<file path="config.mk">
export PLATFORM = sky130hd
export DESIGN_NAME = base64_encoder
export DESIGN_NICKNAME = d
export VERILOG_FILES = /design/src/rtl/b64_pkg.sv /design/src/rtl/b64_front.sv /design/src/rtl/b64_queue.sv /design/src/rtl/b64_back.sv /design/src/rtl/base64_encoder.sv
export VERILOG_INCLUDE_DIRS = /design/src /design/src/rtl
export SDC_FILE = /design/constraint.sdc
export NUM_CORES = 1
export LEC_CHECK = 0
export BUFFER_PORTS_ARGS = -buffer_cell sky130_fd_sc_hd__buf_2
export CORE_MARGIN = 4
export CORE_UTILIZATION = 50
export DETAILED_ROUTE_END_ITERATION = 8
export PLACE_DENSITY = 0.67
export SKIP_CTS_REPAIR_TIMING = 1
export SLEW_MARGIN = 20
export SYNTH_ARGS = -nofsm -noshare
export SYNTH_HDL_FRONTEND = slang
export SYNTH_SLANG_ARGS = --single-unit
</file>
<file path="constraint.sdc">
create_clock -name clock -period 3.8 [get_ports clock]
set_input_delay 0.38 -clock clock [delete_from_list [all_inputs] [get_ports clock]]
set_output_delay 0.38 -clock clock [all_outputs]
set_load 0.01 [all_outputs]
</file>
<file path="src/rtl/base64_encoder_macros.svh">
// base64_encoder_macros.svh: assertion macros for the base64 encoder
// no dependencies; define NO_ASSERTIONS to compile the checks out
`ifndef BASE64_ENCODER_MACROS_SVH
`define BASE64_ENCODER_MACROS_SVH

`ifndef NO_ASSERTIONS

// same-cycle implication
`define B64_ASSERT_IMP(label, clk, rst, cond, prop) \
   label: assert property (@(posedge clk) disable iff (rst) (cond) |-> (prop)) \
      else $error("base64 encoder check failed");

// next-cycle implication
`define B64_ASSERT_NXT(label, clk, rst, cond, prop) \
   label: assert property (@(posedge clk) disable iff (rst) (cond) |=> (prop)) \
      else $error("base64 encoder check failed");

`else

`define B64_ASSERT_IMP(label, clk, rst, cond, prop)
`define B64_ASSERT_NXT(label, clk, rst, cond, prop)

`endif

`endif

</file>
<file path="src/rtl/b64_pkg.sv">
// b64_pkg: shared types, codes and the alphabet lookup of the base64 encoder
// no dependencies
package b64_pkg;

   typedef struct packed {
      logic [7:0] first_byte;
      logic [7:0] second_byte;
      logic [7:0] third_byte;
      logic [1:0] nbytes;
      logic       last;
   } group_type;

   localparam logic [1:0] ONE_BYTE    = 2'd1;
   localparam logic [1:0] TWO_BYTES   = 2'd2;
   localparam logic [1:0] THREE_BYTES = 2'd3;

   localparam logic [1:0] COUNT_EMPTY = 2'd0;
   localparam logic [1:0] COUNT_ONE   = 2'd1;
   localparam logic [1:0] COUNT_TWO   = 2'd2;

   localparam logic [1:0] CHAR_IDX_0 = 2'd0;
   localparam logic [1:0] CHAR_IDX_1 = 2'd1;
   localparam logic [1:0] CHAR_IDX_2 = 2'd2;
   localparam logic [1:0] CHAR_IDX_3 = 2'd3;

   localparam logic [6:0] PAD_CHAR     = 7'h3D;
   localparam logic [6:0] PLUS_CHAR    = 7'h2B;
   localparam logic [6:0] SLASH_CHAR   = 7'h2F;
   localparam logic [6:0] UPPER_OFFSET = 7'h41;
   localparam logic [6:0] LOWER_OFFSET = 7'h47;
   localparam logic [6:0] DIGIT_OFFSET = 7'h04;

   function automatic logic [6:0] sextet_char(input logic [5:0] v);
      logic [6:0] ch;
      case (v) inside
         [6'd0:6'd25]:  ch = {1'b0, v} + UPPER_OFFSET;
         [6'd26:6'd51]: ch = {1'b0, v} + LOWER_OFFSET;
         [6'd52:6'd61]: ch = {1'b0, v} - DIGIT_OFFSET;
         6'd62:         ch = PLUS_CHAR;
         default:       ch = SLASH_CHAR;
      endcase
      return ch;
   endfunction

endpackage

</file>
<file path="src/rtl/b64_front.sv">
// b64_front: gathers input bytes into groups of one to three bytes
// depends on b64_pkg
module b64_front (
   input  logic               clock,
   input  logic               reset,
   input  logic               in_push,
   output logic               in_full,
   input  logic [7:0]         in_data_byte,
   input  logic               in_message_end,
   output logic               group_push,
   input  logic               group_full,
   output b64_pkg::group_type group_data
);

   logic [15:0] held_ff, held_in;
   logic [1:0]  count_ff, count_in;
   logic        accept;
   logic        closing;

   assign in_full = group_full;
   assign accept  = in_push && !group_full;
   assign closing = in_message_end || (count_ff >= b64_pkg::COUNT_TWO);

   assign group_push = accept && closing;

   always_comb begin
      group_data.last = in_message_end;
      case (count_ff)
         b64_pkg::COUNT_EMPTY: begin
            group_data.first_byte  = in_data_byte;
            group_data.second_byte = 8'h00;
            group_data.third_byte  = 8'h00;
            group_data.nbytes      = b64_pkg::ONE_BYTE;
         end
         b64_pkg::COUNT_ONE: begin
            group_data.first_byte  = held_ff[15:8];
            group_data.second_byte = in_data_byte;
            group_data.third_byte  = 8'h00;
            group_data.nbytes      = b64_pkg::TWO_BYTES;
         end
         default: begin
            group_data.first_byte  = held_ff[15:8];
            group_data.second_byte = held_ff[7:0];
            group_data.third_byte  = in_data_byte;
            group_data.nbytes      = b64_pkg::THREE_BYTES;
         end
      endcase
   end

   always_comb begin
      held_in  = held_ff;
      count_in = count_ff;
      if (accept) begin
         if (closing) begin
            held_in  = 16'h0000;
            count_in = b64_pkg::COUNT_EMPTY;
         end else begin
            if (count_ff == b64_pkg::COUNT_EMPTY) begin
               held_in = {in_data_byte, 8'h00};
            end else begin
               held_in = {held_ff[15:8], in_data_byte};
            end
            count_in = count_ff + 2'd1;
         end
      end
   end

   always_ff @(posedge clock) begin
      if (reset) begin
         held_ff  <= 16'h0000;
         count_ff <= b64_pkg::COUNT_EMPTY;
      end else begin
         held_ff  <= held_in;
         count_ff <= count_in;
      end
   end

endmodule

</file>
<file path="src/rtl/b64_queue.sv">
// b64_queue: short group queue between the byte gatherer and the character serializer
// depends on b64_pkg
module b64_queue #(
   parameter int DEPTH = 2
) (
   input  logic               clock,
   input  logic               reset,
   input  logic               push,
   output logic               full,
   input  b64_pkg::group_type push_data,
   input  logic               pop,
   output logic               empty,
   output b64_pkg::group_type pop_data
);

   localparam int PTR_W = (DEPTH > 1) ? $clog2(DEPTH) : 1;
   localparam int CNT_W = $clog2(DEPTH + 1);

   b64_pkg::group_type entries_ff [DEPTH];
   logic [PTR_W-1:0] wr_ptr_ff, wr_ptr_in;
   logic [PTR_W-1:0] rd_ptr_ff, rd_ptr_in;
   logic [CNT_W-1:0] count_ff, count_in;
   logic             do_push;
   logic             do_pop;

   assign full     = (count_ff == CNT_W'(DEPTH));
   assign empty    = (count_ff == '0);
   assign do_push  = push && !full;
   assign do_pop   = pop && !empty;
   assign pop_data = entries_ff[rd_ptr_ff];

   always_comb begin
      wr_ptr_in = wr_ptr_ff;
      rd_ptr_in = rd_ptr_ff;
      count_in  = count_ff;
      if (do_push) begin
         wr_ptr_in = (wr_ptr_ff == PTR_W'(DEPTH - 1)) ? '0 : wr_ptr_ff + PTR_W'(1);
      end
      if (do_pop) begin
         rd_ptr_in = (rd_ptr_ff == PTR_W'(DEPTH - 1)) ? '0 : rd_ptr_ff + PTR_W'(1);
      end
      if (do_push && !do_pop) begin
         count_in = count_ff + CNT_W'(1);
      end else if (do_pop && !do_push) begin
         count_in = count_ff - CNT_W'(1);
      end
   end

   always_ff @(posedge clock) begin
      if (do_push) begin
         entries_ff[wr_ptr_ff] <= push_data;
      end
   end

   always_ff @(posedge clock) begin
      if (reset) begin
         wr_ptr_ff <= '0;
         rd_ptr_ff <= '0;
         count_ff  <= '0;
      end else begin
         wr_ptr_ff <= wr_ptr_in;
         rd_ptr_ff <= rd_ptr_in;
         count_ff  <= count_in;
      end
   end

endmodule

</file>
<file path="src/rtl/b64_back.sv">
// b64_back: turns each queued group into four characters, one per cycle while out_pop is held
// depends on b64_pkg
module b64_back (
   input  logic               clock,
   input  logic               reset,
   output logic               group_pop,
   input  logic               group_empty,
   input  b64_pkg::group_type group_data,
   output logic               out_empty,
   input  logic               out_pop,
   output logic [6:0]         out_char,
   output logic               out_group_end,
   output logic               out_stream_end
);

   b64_pkg::group_type cur_ff, cur_in;
   logic       busy_ff, busy_in;
   logic [1:0] idx_ff, idx_in;
   logic       valid_ff, valid_in;
   logic [6:0] char_ff, char_in;
   logic       group_end_ff, group_end_in;
   logic       stream_end_ff, stream_end_in;
   logic       advance;
   logic       finishing;
   logic [5:0] sextet;
   logic       pad;

   assign advance   = busy_ff && (!valid_ff || out_pop);
   assign finishing = advance && (idx_ff == b64_pkg::CHAR_IDX_3);
   assign group_pop = !group_empty && (!busy_ff || finishing);

   always_comb begin
      case (idx_ff)
         b64_pkg::CHAR_IDX_0: begin
            sextet = cur_ff.first_byte[7:2];
            pad    = 1'b0;
         end
         b64_pkg::CHAR_IDX_1: begin
            sextet = {cur_ff.first_byte[1:0], cur_ff.second_byte[7:4]};
            pad    = 1'b0;
         end
         b64_pkg::CHAR_IDX_2: begin
            sextet = {cur_ff.second_byte[3:0], cur_ff.third_byte[7:6]};
            pad    = (cur_ff.nbytes == b64_pkg::ONE_BYTE);
         end
         default: begin
            sextet = cur_ff.third_byte[5:0];
            pad    = (cur_ff.nbytes != b64_pkg::THREE_BYTES);
         end
      endcase
   end

   always_comb begin
      cur_in  = cur_ff;
      busy_in = busy_ff;
      idx_in  = idx_ff;
      if (group_pop) begin
         cur_in  = group_data;
         busy_in = 1'b1;
         idx_in  = b64_pkg::CHAR_IDX_0;
      end else if (finishing) begin
         busy_in = 1'b0;
      end else if (advance) begin
         idx_in = idx_ff + 2'd1;
      end
   end

   always_comb begin
      valid_in      = valid_ff;
      char_in       = char_ff;
      group_end_in  = group_end_ff;
      stream_end_in = stream_end_ff;
      if (advance) begin
         valid_in      = 1'b1;
         char_in       = pad ? b64_pkg::PAD_CHAR : b64_pkg::sextet_char(sextet);
         group_end_in  = (idx_ff == b64_pkg::CHAR_IDX_3);
         stream_end_in = (idx_ff == b64_pkg::CHAR_IDX_3) && cur_ff.last;
      end else if (out_pop) begin
         valid_in = 1'b0;
      end
   end

   always_ff @(posedge clock) begin
      cur_ff        <= cur_in;
      char_ff       <= char_in;
      group_end_ff  <= group_end_in;
      stream_end_ff <= stream_end_in;
   end

   always_ff @(posedge clock) begin
      if (reset) begin
         busy_ff  <= 1'b0;
         idx_ff   <= b64_pkg::CHAR_IDX_0;
         valid_ff <= 1'b0;
      end else begin
         busy_ff  <= busy_in;
         idx_ff   <= idx_in;
         valid_ff <= valid_in;
      end
   end

   assign out_empty      = !valid_ff;
   assign out_char       = char_ff;
   assign out_group_end  = group_end_ff;
   assign out_stream_end = stream_end_ff;

endmodule

</file>
<file path="src/rtl/base64_encoder.sv">
// base64_encoder: top level of a standard-alphabet base64 encoder for a byte stream,
// built from b64_front, b64_queue and b64_back, using b64_pkg and base64_encoder_macros.svh.
// A byte beat is taken whenever the group queue has room; every third byte,
// or a byte flagged as message end, closes a group that is padded with '=' when short.
// Each group leaves as four character beats, one per cycle while rsp_pop is held, from a
// registered output, so the character serializer sets the sustained rate; QUEUE_DEPTH groups
// can wait between the two halves.
`include "base64_encoder_macros.svh"

module base64_encoder #(
   parameter int QUEUE_DEPTH = 2
) (
   input  logic       clock,
   input  logic       reset,
   input  logic       req_push,
   output logic       req_full,
   input  logic [7:0] req_data_byte,
   input  logic       req_message_end,
   output logic       rsp_empty,
   input  logic       rsp_pop,
   output logic [6:0] rsp_out_char,
   output logic       rsp_group_end,
   output logic       rsp_stream_end
);

   b64_pkg::group_type push_group;
   b64_pkg::group_type pop_group;
   logic q_push;
   logic q_full;
   logic q_pop;
   logic q_empty;

   b64_front u_front (
      .clock          (clock),
      .reset          (reset),
      .in_push        (req_push),
      .in_full        (req_full),
      .in_data_byte   (req_data_byte),
      .in_message_end (req_message_end),
      .group_push     (q_push),
      .group_full     (q_full),
      .group_data     (push_group)
   );

   b64_queue #(
      .DEPTH (QUEUE_DEPTH)
   ) u_queue (
      .clock     (clock),
      .reset     (reset),
      .push      (q_push),
      .full      (q_full),
      .push_data (push_group),
      .pop       (q_pop),
      .empty     (q_empty),
      .pop_data  (pop_group)
   );

   b64_back u_back (
      .clock          (clock),
      .reset          (reset),
      .group_pop      (q_pop),
      .group_empty    (q_empty),
      .group_data     (pop_group),
      .out_empty      (rsp_empty),
      .out_pop        (rsp_pop),
      .out_char       (rsp_out_char),
      .out_group_end  (rsp_group_end),
      .out_stream_end (rsp_stream_end)
   );

   `B64_ASSERT_IMP(a_push_room, clock, reset, q_push, !q_full)
   `B64_ASSERT_IMP(a_pop_data, clock, reset, q_pop, !q_empty)
   `B64_ASSERT_IMP(a_end_on_group, clock, reset, !rsp_empty && rsp_stream_end, rsp_group_end)
   `B64_ASSERT_NXT(a_push_fills, clock, reset, q_push, !q_empty)

endmodule
</file>
[After elaboration in Yosys (flattened, before gate mapping)]
Memories as Yosys holds them, arrays and structs flattened. A register that Yosys moved wholly into a read port is not among the register bits.
Index checks and enable logic that the tools add are counted.
Cells by class
  bitwise logic cells: 1
  muxes and demuxes: 20
  $lt $le $gt $ge: 7
  reductions and logical operators: 33
  $add $sub $neg: 9
  eq/ne operators: 8
Operators by type and width (count)
  $pmux 26 s2: 1
  $mux 16: 2
  $mux 7: 3
  $pmux 6 s3: 1
  $add 6x7->7 const B: 2
  $logic_and 1x1->1: 13
  $le 6x6->1 const B: 2
  $mux 1: 8
  $reduce_bool 2->1: 4
  $sub 6x3->7 const B: 1
  $add 2x1->2 const B: 3
  $eq 2x1->1 const B: 3
  $eq 2x2->1 const B: 3
  $eq 6x6->1 const B: 1
  $ge 6x1->1 const B: 1
  $ge 6x5->1 const B: 1
  $ge 6x6->1 const B: 1
  $le 6x5->1 const B: 1
  $logic_not 1->1: 6
  $logic_not 2->1: 3
  $mux 2: 3
  $reduce_and 2->1: 2
  $reduce_or 2->1: 2
  $logic_or 1x1->1: 3
  other kinds (7): 8
Storage, ports and cells
  memory bits (writable): 54
  register bits: 35
  memories: 1
  input bits: 13
  output and inout bits: 11
Memory list
  u_queue.entries_ff: depth 2, bits a word 27, read ports 1, clocked after Yosys merged registers in 1, wr ports 1, line b64_queue.sv:19  | b64_pkg::group_type entries_ff [DEPTH];

[Longest topological paths before layout]
  depth in word-level cells: 10
  gate-level depth with buffers: 11

[Modules after synthesis]
From an unflattened synthesis, not the netlist that was laid out.
Unflattened totals
  cells, all modules: 391
  area, all modules: 5143.7 um2
By module, submodules not included
  b64_queue: area an instance 2163.3 um2, cells an instance 109, sequential area each 1721.7 um2, instances 1
  b64_back: area an instance 1903.1 um2, cells an instance 144, sequential area each 1161.1 um2, instances 1
  b64_front: area an instance 1077.3 um2, cells an instance 138, sequential area each 360.3 um2, instances 1

[Least setup slack after synthesis]
No wires, ideal clock.
  kind: register to register
  start: reg u_back.idx_ff[0]
  end: reg u_queue.count_ff[1]
  library setup time: 0.070 ns
  buffers on the path: 2
  data arrival time: 3.459 ns
  path slack: 0.271 ns
  cell stages (with the launch flop): 10
  required time: 3.730 ns
  cells stage by stage: dfxtp_1 > ha_1 > buf_6 > buf_2 > nand2_1 > a21oi_1 > inv_1 > ha_1 > or3_1 > a21oi_1
On the way
  cells in the longest elaborated chain, start to end: 8
  elaborated cells between the ends (all ways): 10
  classes of those cells: eq/ne: 1; mux: 1; reduce/logical: 8
Ends and longest elaborated chain
  start: declaration: line b64_back.sv:18  | logic [1:0] idx_ff, idx_in;
  start signal: assignment: line b64_back.sv:93  | idx_ff <= b64_pkg::CHAR_IDX_0;
  start signal: assignment: line b64_back.sv:97  | idx_ff <= idx_in;
  $eq 2x2->1 *: line b64_back.sv:29  | assign finishing = advance && (idx_ff == b64_pkg::CHAR_IDX_3);
  $logic_and 1x1->1 *: line b64_back.sv:29
  $logic_or 1x1->1 *: line b64_back.sv:30  | assign group_pop = !group_empty && (!busy_ff || finishing);
  $logic_and 1x1->1 *: line b64_back.sv:30
  named net q_pop: line base64_encoder.sv:30  | logic q_pop;
  $logic_and 1x1->1 *: line b64_queue.sv:29  | assign do_pop = pop && !empty;
  $logic_not 1->1: line b64_queue.sv:42  | if (do_push && !do_pop) begin
  $logic_and 1x1->1: line b64_queue.sv:42
  $mux 2 or $reduce_bool 2->1 (tied branches)
  end signal: assignment: line b64_queue.sv:63  | count_ff <= count_in;
  end: declaration: line b64_queue.sv:22  | logic [CNT_W-1:0] count_ff, count_in;
The timed path passes the listed nets; every way through them passes the cells marked *.
A chain may end at the register's enable or synchronous reset.

[Final worst setup path]
  start: reg u_back.idx_ff[0]
  end: reg u_back.char_ff[1] (netlist: u_back.out_char[1]), data pin
On the way
  cells in the longest elaborated chain, start to end: 7
  elaborated cells between the ends (all ways): 21
  classes of those cells: add/sub: 3; order compare: 6; eq/ne: 2; mux: 5; reduce/logical: 5
Ends and longest elaborated chain
  $eq 2x2->1 (tied with other cells): line b64_back.sv:33  | case (idx_ff)
  $pmux 6 s3: line b64_back.sv:33
  $ge 6x6->1 (not written as such) or $le 6x6->1 (tied branches): line b64_back.sv:75  | char_in = pad ? b64_pkg::PAD_CHAR : b64_pkg::sextet_char(sextet);
  $logic_and 1x1->1 (not written as such): line b64_back.sv:75
  $mux 7 (3 in series): line b64_pkg.sv:35  | case (v) inside
  end signal: assignment: line b64_back.sv:85  | char_ff <= char_in;
  end: declaration: line b64_back.sv:20  | logic [6:0] char_ff, char_in;
Several ways; a longest one is shown, not always the timed one.

==> run metrics <==
reg-to-reg setup timing slack=480 ps; average wire length per cell after detail routing=16.0 microns; weighted congestion at the end of routability-driven global placement=0.957; clock tree from TritonCTS=yes; chip width=108 microns; class of the tightest hold or removal check=input port to register; EDFF count, synth=90; Detailed Route Iter0 Violations=161; HPWL reported at the end of detailed placement=6040 microns; synthesis-to-layout area growth=16.5%; FF-to-FF Start=u_back.idx_ff[0]; GRT overflow=0; final wirelength=8900 microns; DRT Pass-1 Iters=4; remaining design rule violation count=0; net count after synthesis=405; startpoint type of the worst setup path=register; Register-to-Register Path Depth=9; run status=complete, no violations; capturing element type of the critical path=register; register area share after synthesis=64.6%; root cell of the clock tree=sky130_fd_sc_hd__clkbuf_8; Min-Delay Path Depth=1; largest incremental delay on the critical path=640 ps; Final min period=3320 ps; Crit Path Class=register to register; Clock Sink Count=116; layout cell share with drive strength beyond 1=22.3%; syn_area_per_cell=13.2 sq um; H-tree Lvls=4; CP max stage cell=sky130_fd_sc_hd__mux2i_1; Core ar.=0.00973 sq mm; number of nets in the layout=437; critical path peak fanout=17; setup skew after layout=11.2 ps; pins over their slew limit=0; final standard cell count with taps included and fillers excluded=555; setup repair after global routing missed its margin=no; Warnings, synthesis=0; PnR Total Power=0.00462 W; antenna-violating nets left=0; Tot GR Track Use=16.6%; floorplan die area=0.0116 sq mm; clock input transition at the sequential cells of the worst setup and hold paths=60 ps; pin count of the biggest net entering global routing=31; Fill cells=784; flip-flop and latch count after synthesis=116; number of placement rows=36; most common cell in the synthesized netlist=sky130_fd_sc_hd__edfxtp_1; area of the mapped netlist=0.00499 sq mm; hold violation total from the final report=0; number of buffers created by CTS=17; post-synthesis instance total=377; I/O Pins=24; prevailing post-synth register cell=sky130_fd_sc_hd__edfxtp_1; Data required, critical path=4040 ps; worst-skew pair later-pin latency=500 ps; utilization of the core after routing=59.7%; Final Cycle Share=87.5%; vertical die dimension=108 microns; routed vias/inst=5.35; antenna diode instance count=0; Total Neg Setup Slack=0 ps; list of cells traversed by the critical path=ha_1 -> mux2i_1 -> inv_1 -> ha_1 -> nor2_1 -> nor2_1 -> o21ai_1 -> nor3b_2 -> nor3_2; top cells by area in the synthesized netlist=sky130_fd_sc_hd__edfxtp_1 54%, sky130_fd_sc_hd__dfxtp_1 10%, sky130_fd_sc_hd__mux2_2 6.8%; peak supply drop=452 uV; total of buffers placed on input and output ports=23; Worst EP arrival=3570 ps; vias after detailed routing=2,972; worst hold path startpoint=req_message_end; most frequent cells after synthesis=90 x sky130_fd_sc_hd__edfxtp_1, 30 x sky130_fd_sc_hd__mux2_2, 30 x sky130_fd_sc_hd__nor2_1; library cell occupying the most area in the post-synthesis netlist=sky130_fd_sc_hd__edfxtp_1; area share of the leading cell type in the synthesized netlist=54.1%; max-cap viol count=0; share of flip-flops with an asynchronous set or reset after synthesis=0%; count of different cell masters after synthesis=43; starting utilization of the core area=51.3%; worst flop-to-flop path endpoint=u_back.out_char[1]; Achievable Freq=0.301 GHz; # setup viols final=0; antenna violations before repair=0; Max clock buf depth=2; Max-Slew Margin vs Limit=53.1%; worst-margin pin slew=704 ps; pwr dens=795 mW/mm^2; Leakage=2.11 nW; number of global-route vias before repair=2,994; Hold EP=u_queue.entries_ff[0][0]; DP Cell Count=523; wire length of the first global-routing pass=14,600 microns
## critical path, delay by kind of cell, from the launching register on
family	cells	cell delay [ps]
adders and majority gates	2	880
and+or+nand+nor	4	650
muxes	1	640
DFF	1	380
AOI/OAI and AO/OA	1	330
buffers and inverters	1	180
## layer usage
metal	global-route usage, %	share of wire (%)
met1	20.0	46
met2	28.1	49
met3	5.52	3.7
met4	5.68	1.2
met5	0	0
## metrics by stage
step,hold WS [ps],area (sq um),worst slack (ps)
floorplan,448,4990,271
global placement,477,5250,663
detailed placement,486,5250,518
CTS,112,5810,518
global route,108,5810,169
finish,138,5810,475
## placed cells by master (no fill, tap or decap), types with 2 or more instances in the layout
cell type / n
sky130_fd_sc_hd__buf_4: 5
sky130_fd_sc_hd__o21ai_1: 2
sky130_fd_sc_hd__inv_1: 19
sky130_fd_sc_hd__a22oi_1: 20
sky130_fd_sc_hd__o22ai_1: 4
sky130_fd_sc_hd__mux2_2: 30
sky130_fd_sc_hd__nor3_2: 2
sky130_fd_sc_hd__clkinv_2: 4
sky130_fd_sc_hd__mux2i_1: 3
sky130_fd_sc_hd__a22o_1: 9
sky130_fd_sc_hd__dfxtp_1: 26
sky130_fd_sc_hd__edfxtp_1: 90
sky130_fd_sc_hd__clkbuf_16: 18
sky130_fd_sc_hd__a222oi_1: 4
sky130_fd_sc_hd__nand3_1: 5
sky130_fd_sc_hd__a31oi_1: 2
sky130_fd_sc_hd__nand2_1: 19
sky130_fd_sc_hd__xnor2_1: 6
sky130_fd_sc_hd__buf_2: 23
sky130_fd_sc_hd__nand2b_1: 11
sky130_fd_sc_hd__nor2_1: 30
sky130_fd_sc_hd__nor3_1: 6
sky130_fd_sc_hd__xor2_1: 2
sky130_fd_sc_hd__clkbuf_1: 3
sky130_fd_sc_hd__o21ai_0: 10
sky130_fd_sc_hd__and2_1: 12
sky130_fd_sc_hd__ha_1: 15
sky130_fd_sc_hd__clkbuf_8: 4
sky130_fd_sc_hd__a21oi_1: 17
## registers in the layout, indices dropped and copies added, names as in the netlist
signal / cells
u_queue.entries_ff: 54
u_back.cur_ff: 27
u_front.held_ff: 16
u_back.out_char: 7
u_back.idx_ff: 2
u_front.count_ff: 2
u_queue.count_ff: 2
u_back.busy_ff: 1
u_back.out_group_end: 1
u_back.out_stream_end: 1
u_back.valid_ff: 1
u_queue.rd_ptr_ff: 1
u_queue.wr_ptr_ff: 1
## power by group
| group | internal [W] | switching (W) | total [W] |
|---|---|---|---|
| combinational | 0.000539 | 0.000838 | 0.00138 |
| clock | 0.000927 | 0.000514 | 0.00144 |
| sequential | 0.00172 | 0.0000857 | 0.00181 |
## cell families after synthesis
| kind of cell | synth area share [%] |
|---|---|
| flip-flops | 64.6 |
| AND/OR/NAND/NOR | 8.90 |
| AO/OA/AOI/OAI | 11.0 |
| buffers and inverters | 2.73 |
| multiplexers | 7.65 |
| adder cells (fa/ha/maj) | 3.76 |
| XOR/XNOR | 1.40 |
## layout make-up
class	instances	area, sq um	share of cell area (%)
Sequential cell	116	3220	55.4
Clock buffer	25	517	8.89
Timing Repair Buffer	28	153	2.63
Clock inverter	7	42.5	0.732
Multi-Input combinational cell	227	1640	28.2
Inverter	19	71.3	1.23
Tap cell	133	166	2.86
## how the worst max path moves through the flow
stage                     slack [ps]  cells after the start                  end              from
after global placement           660                      9   u_back.out_char[1]  u_back.idx_ff[0]
after floorplan                  270                      9  u_queue.count_ff[1]  u_back.idx_ff[0]
after CTS                        520                      9   u_back.out_char[1]  u_back.idx_ff[0]
final                            480                      9   u_back.out_char[1]  u_back.idx_ff[0]
after detailed placement         520                      9   u_back.out_char[1]  u_back.idx_ff[0]
after global routing             170                      9   u_back.out_char[1]  u_back.idx_ff[0]
No activity file was read; power rests on OpenSTA's default activity.
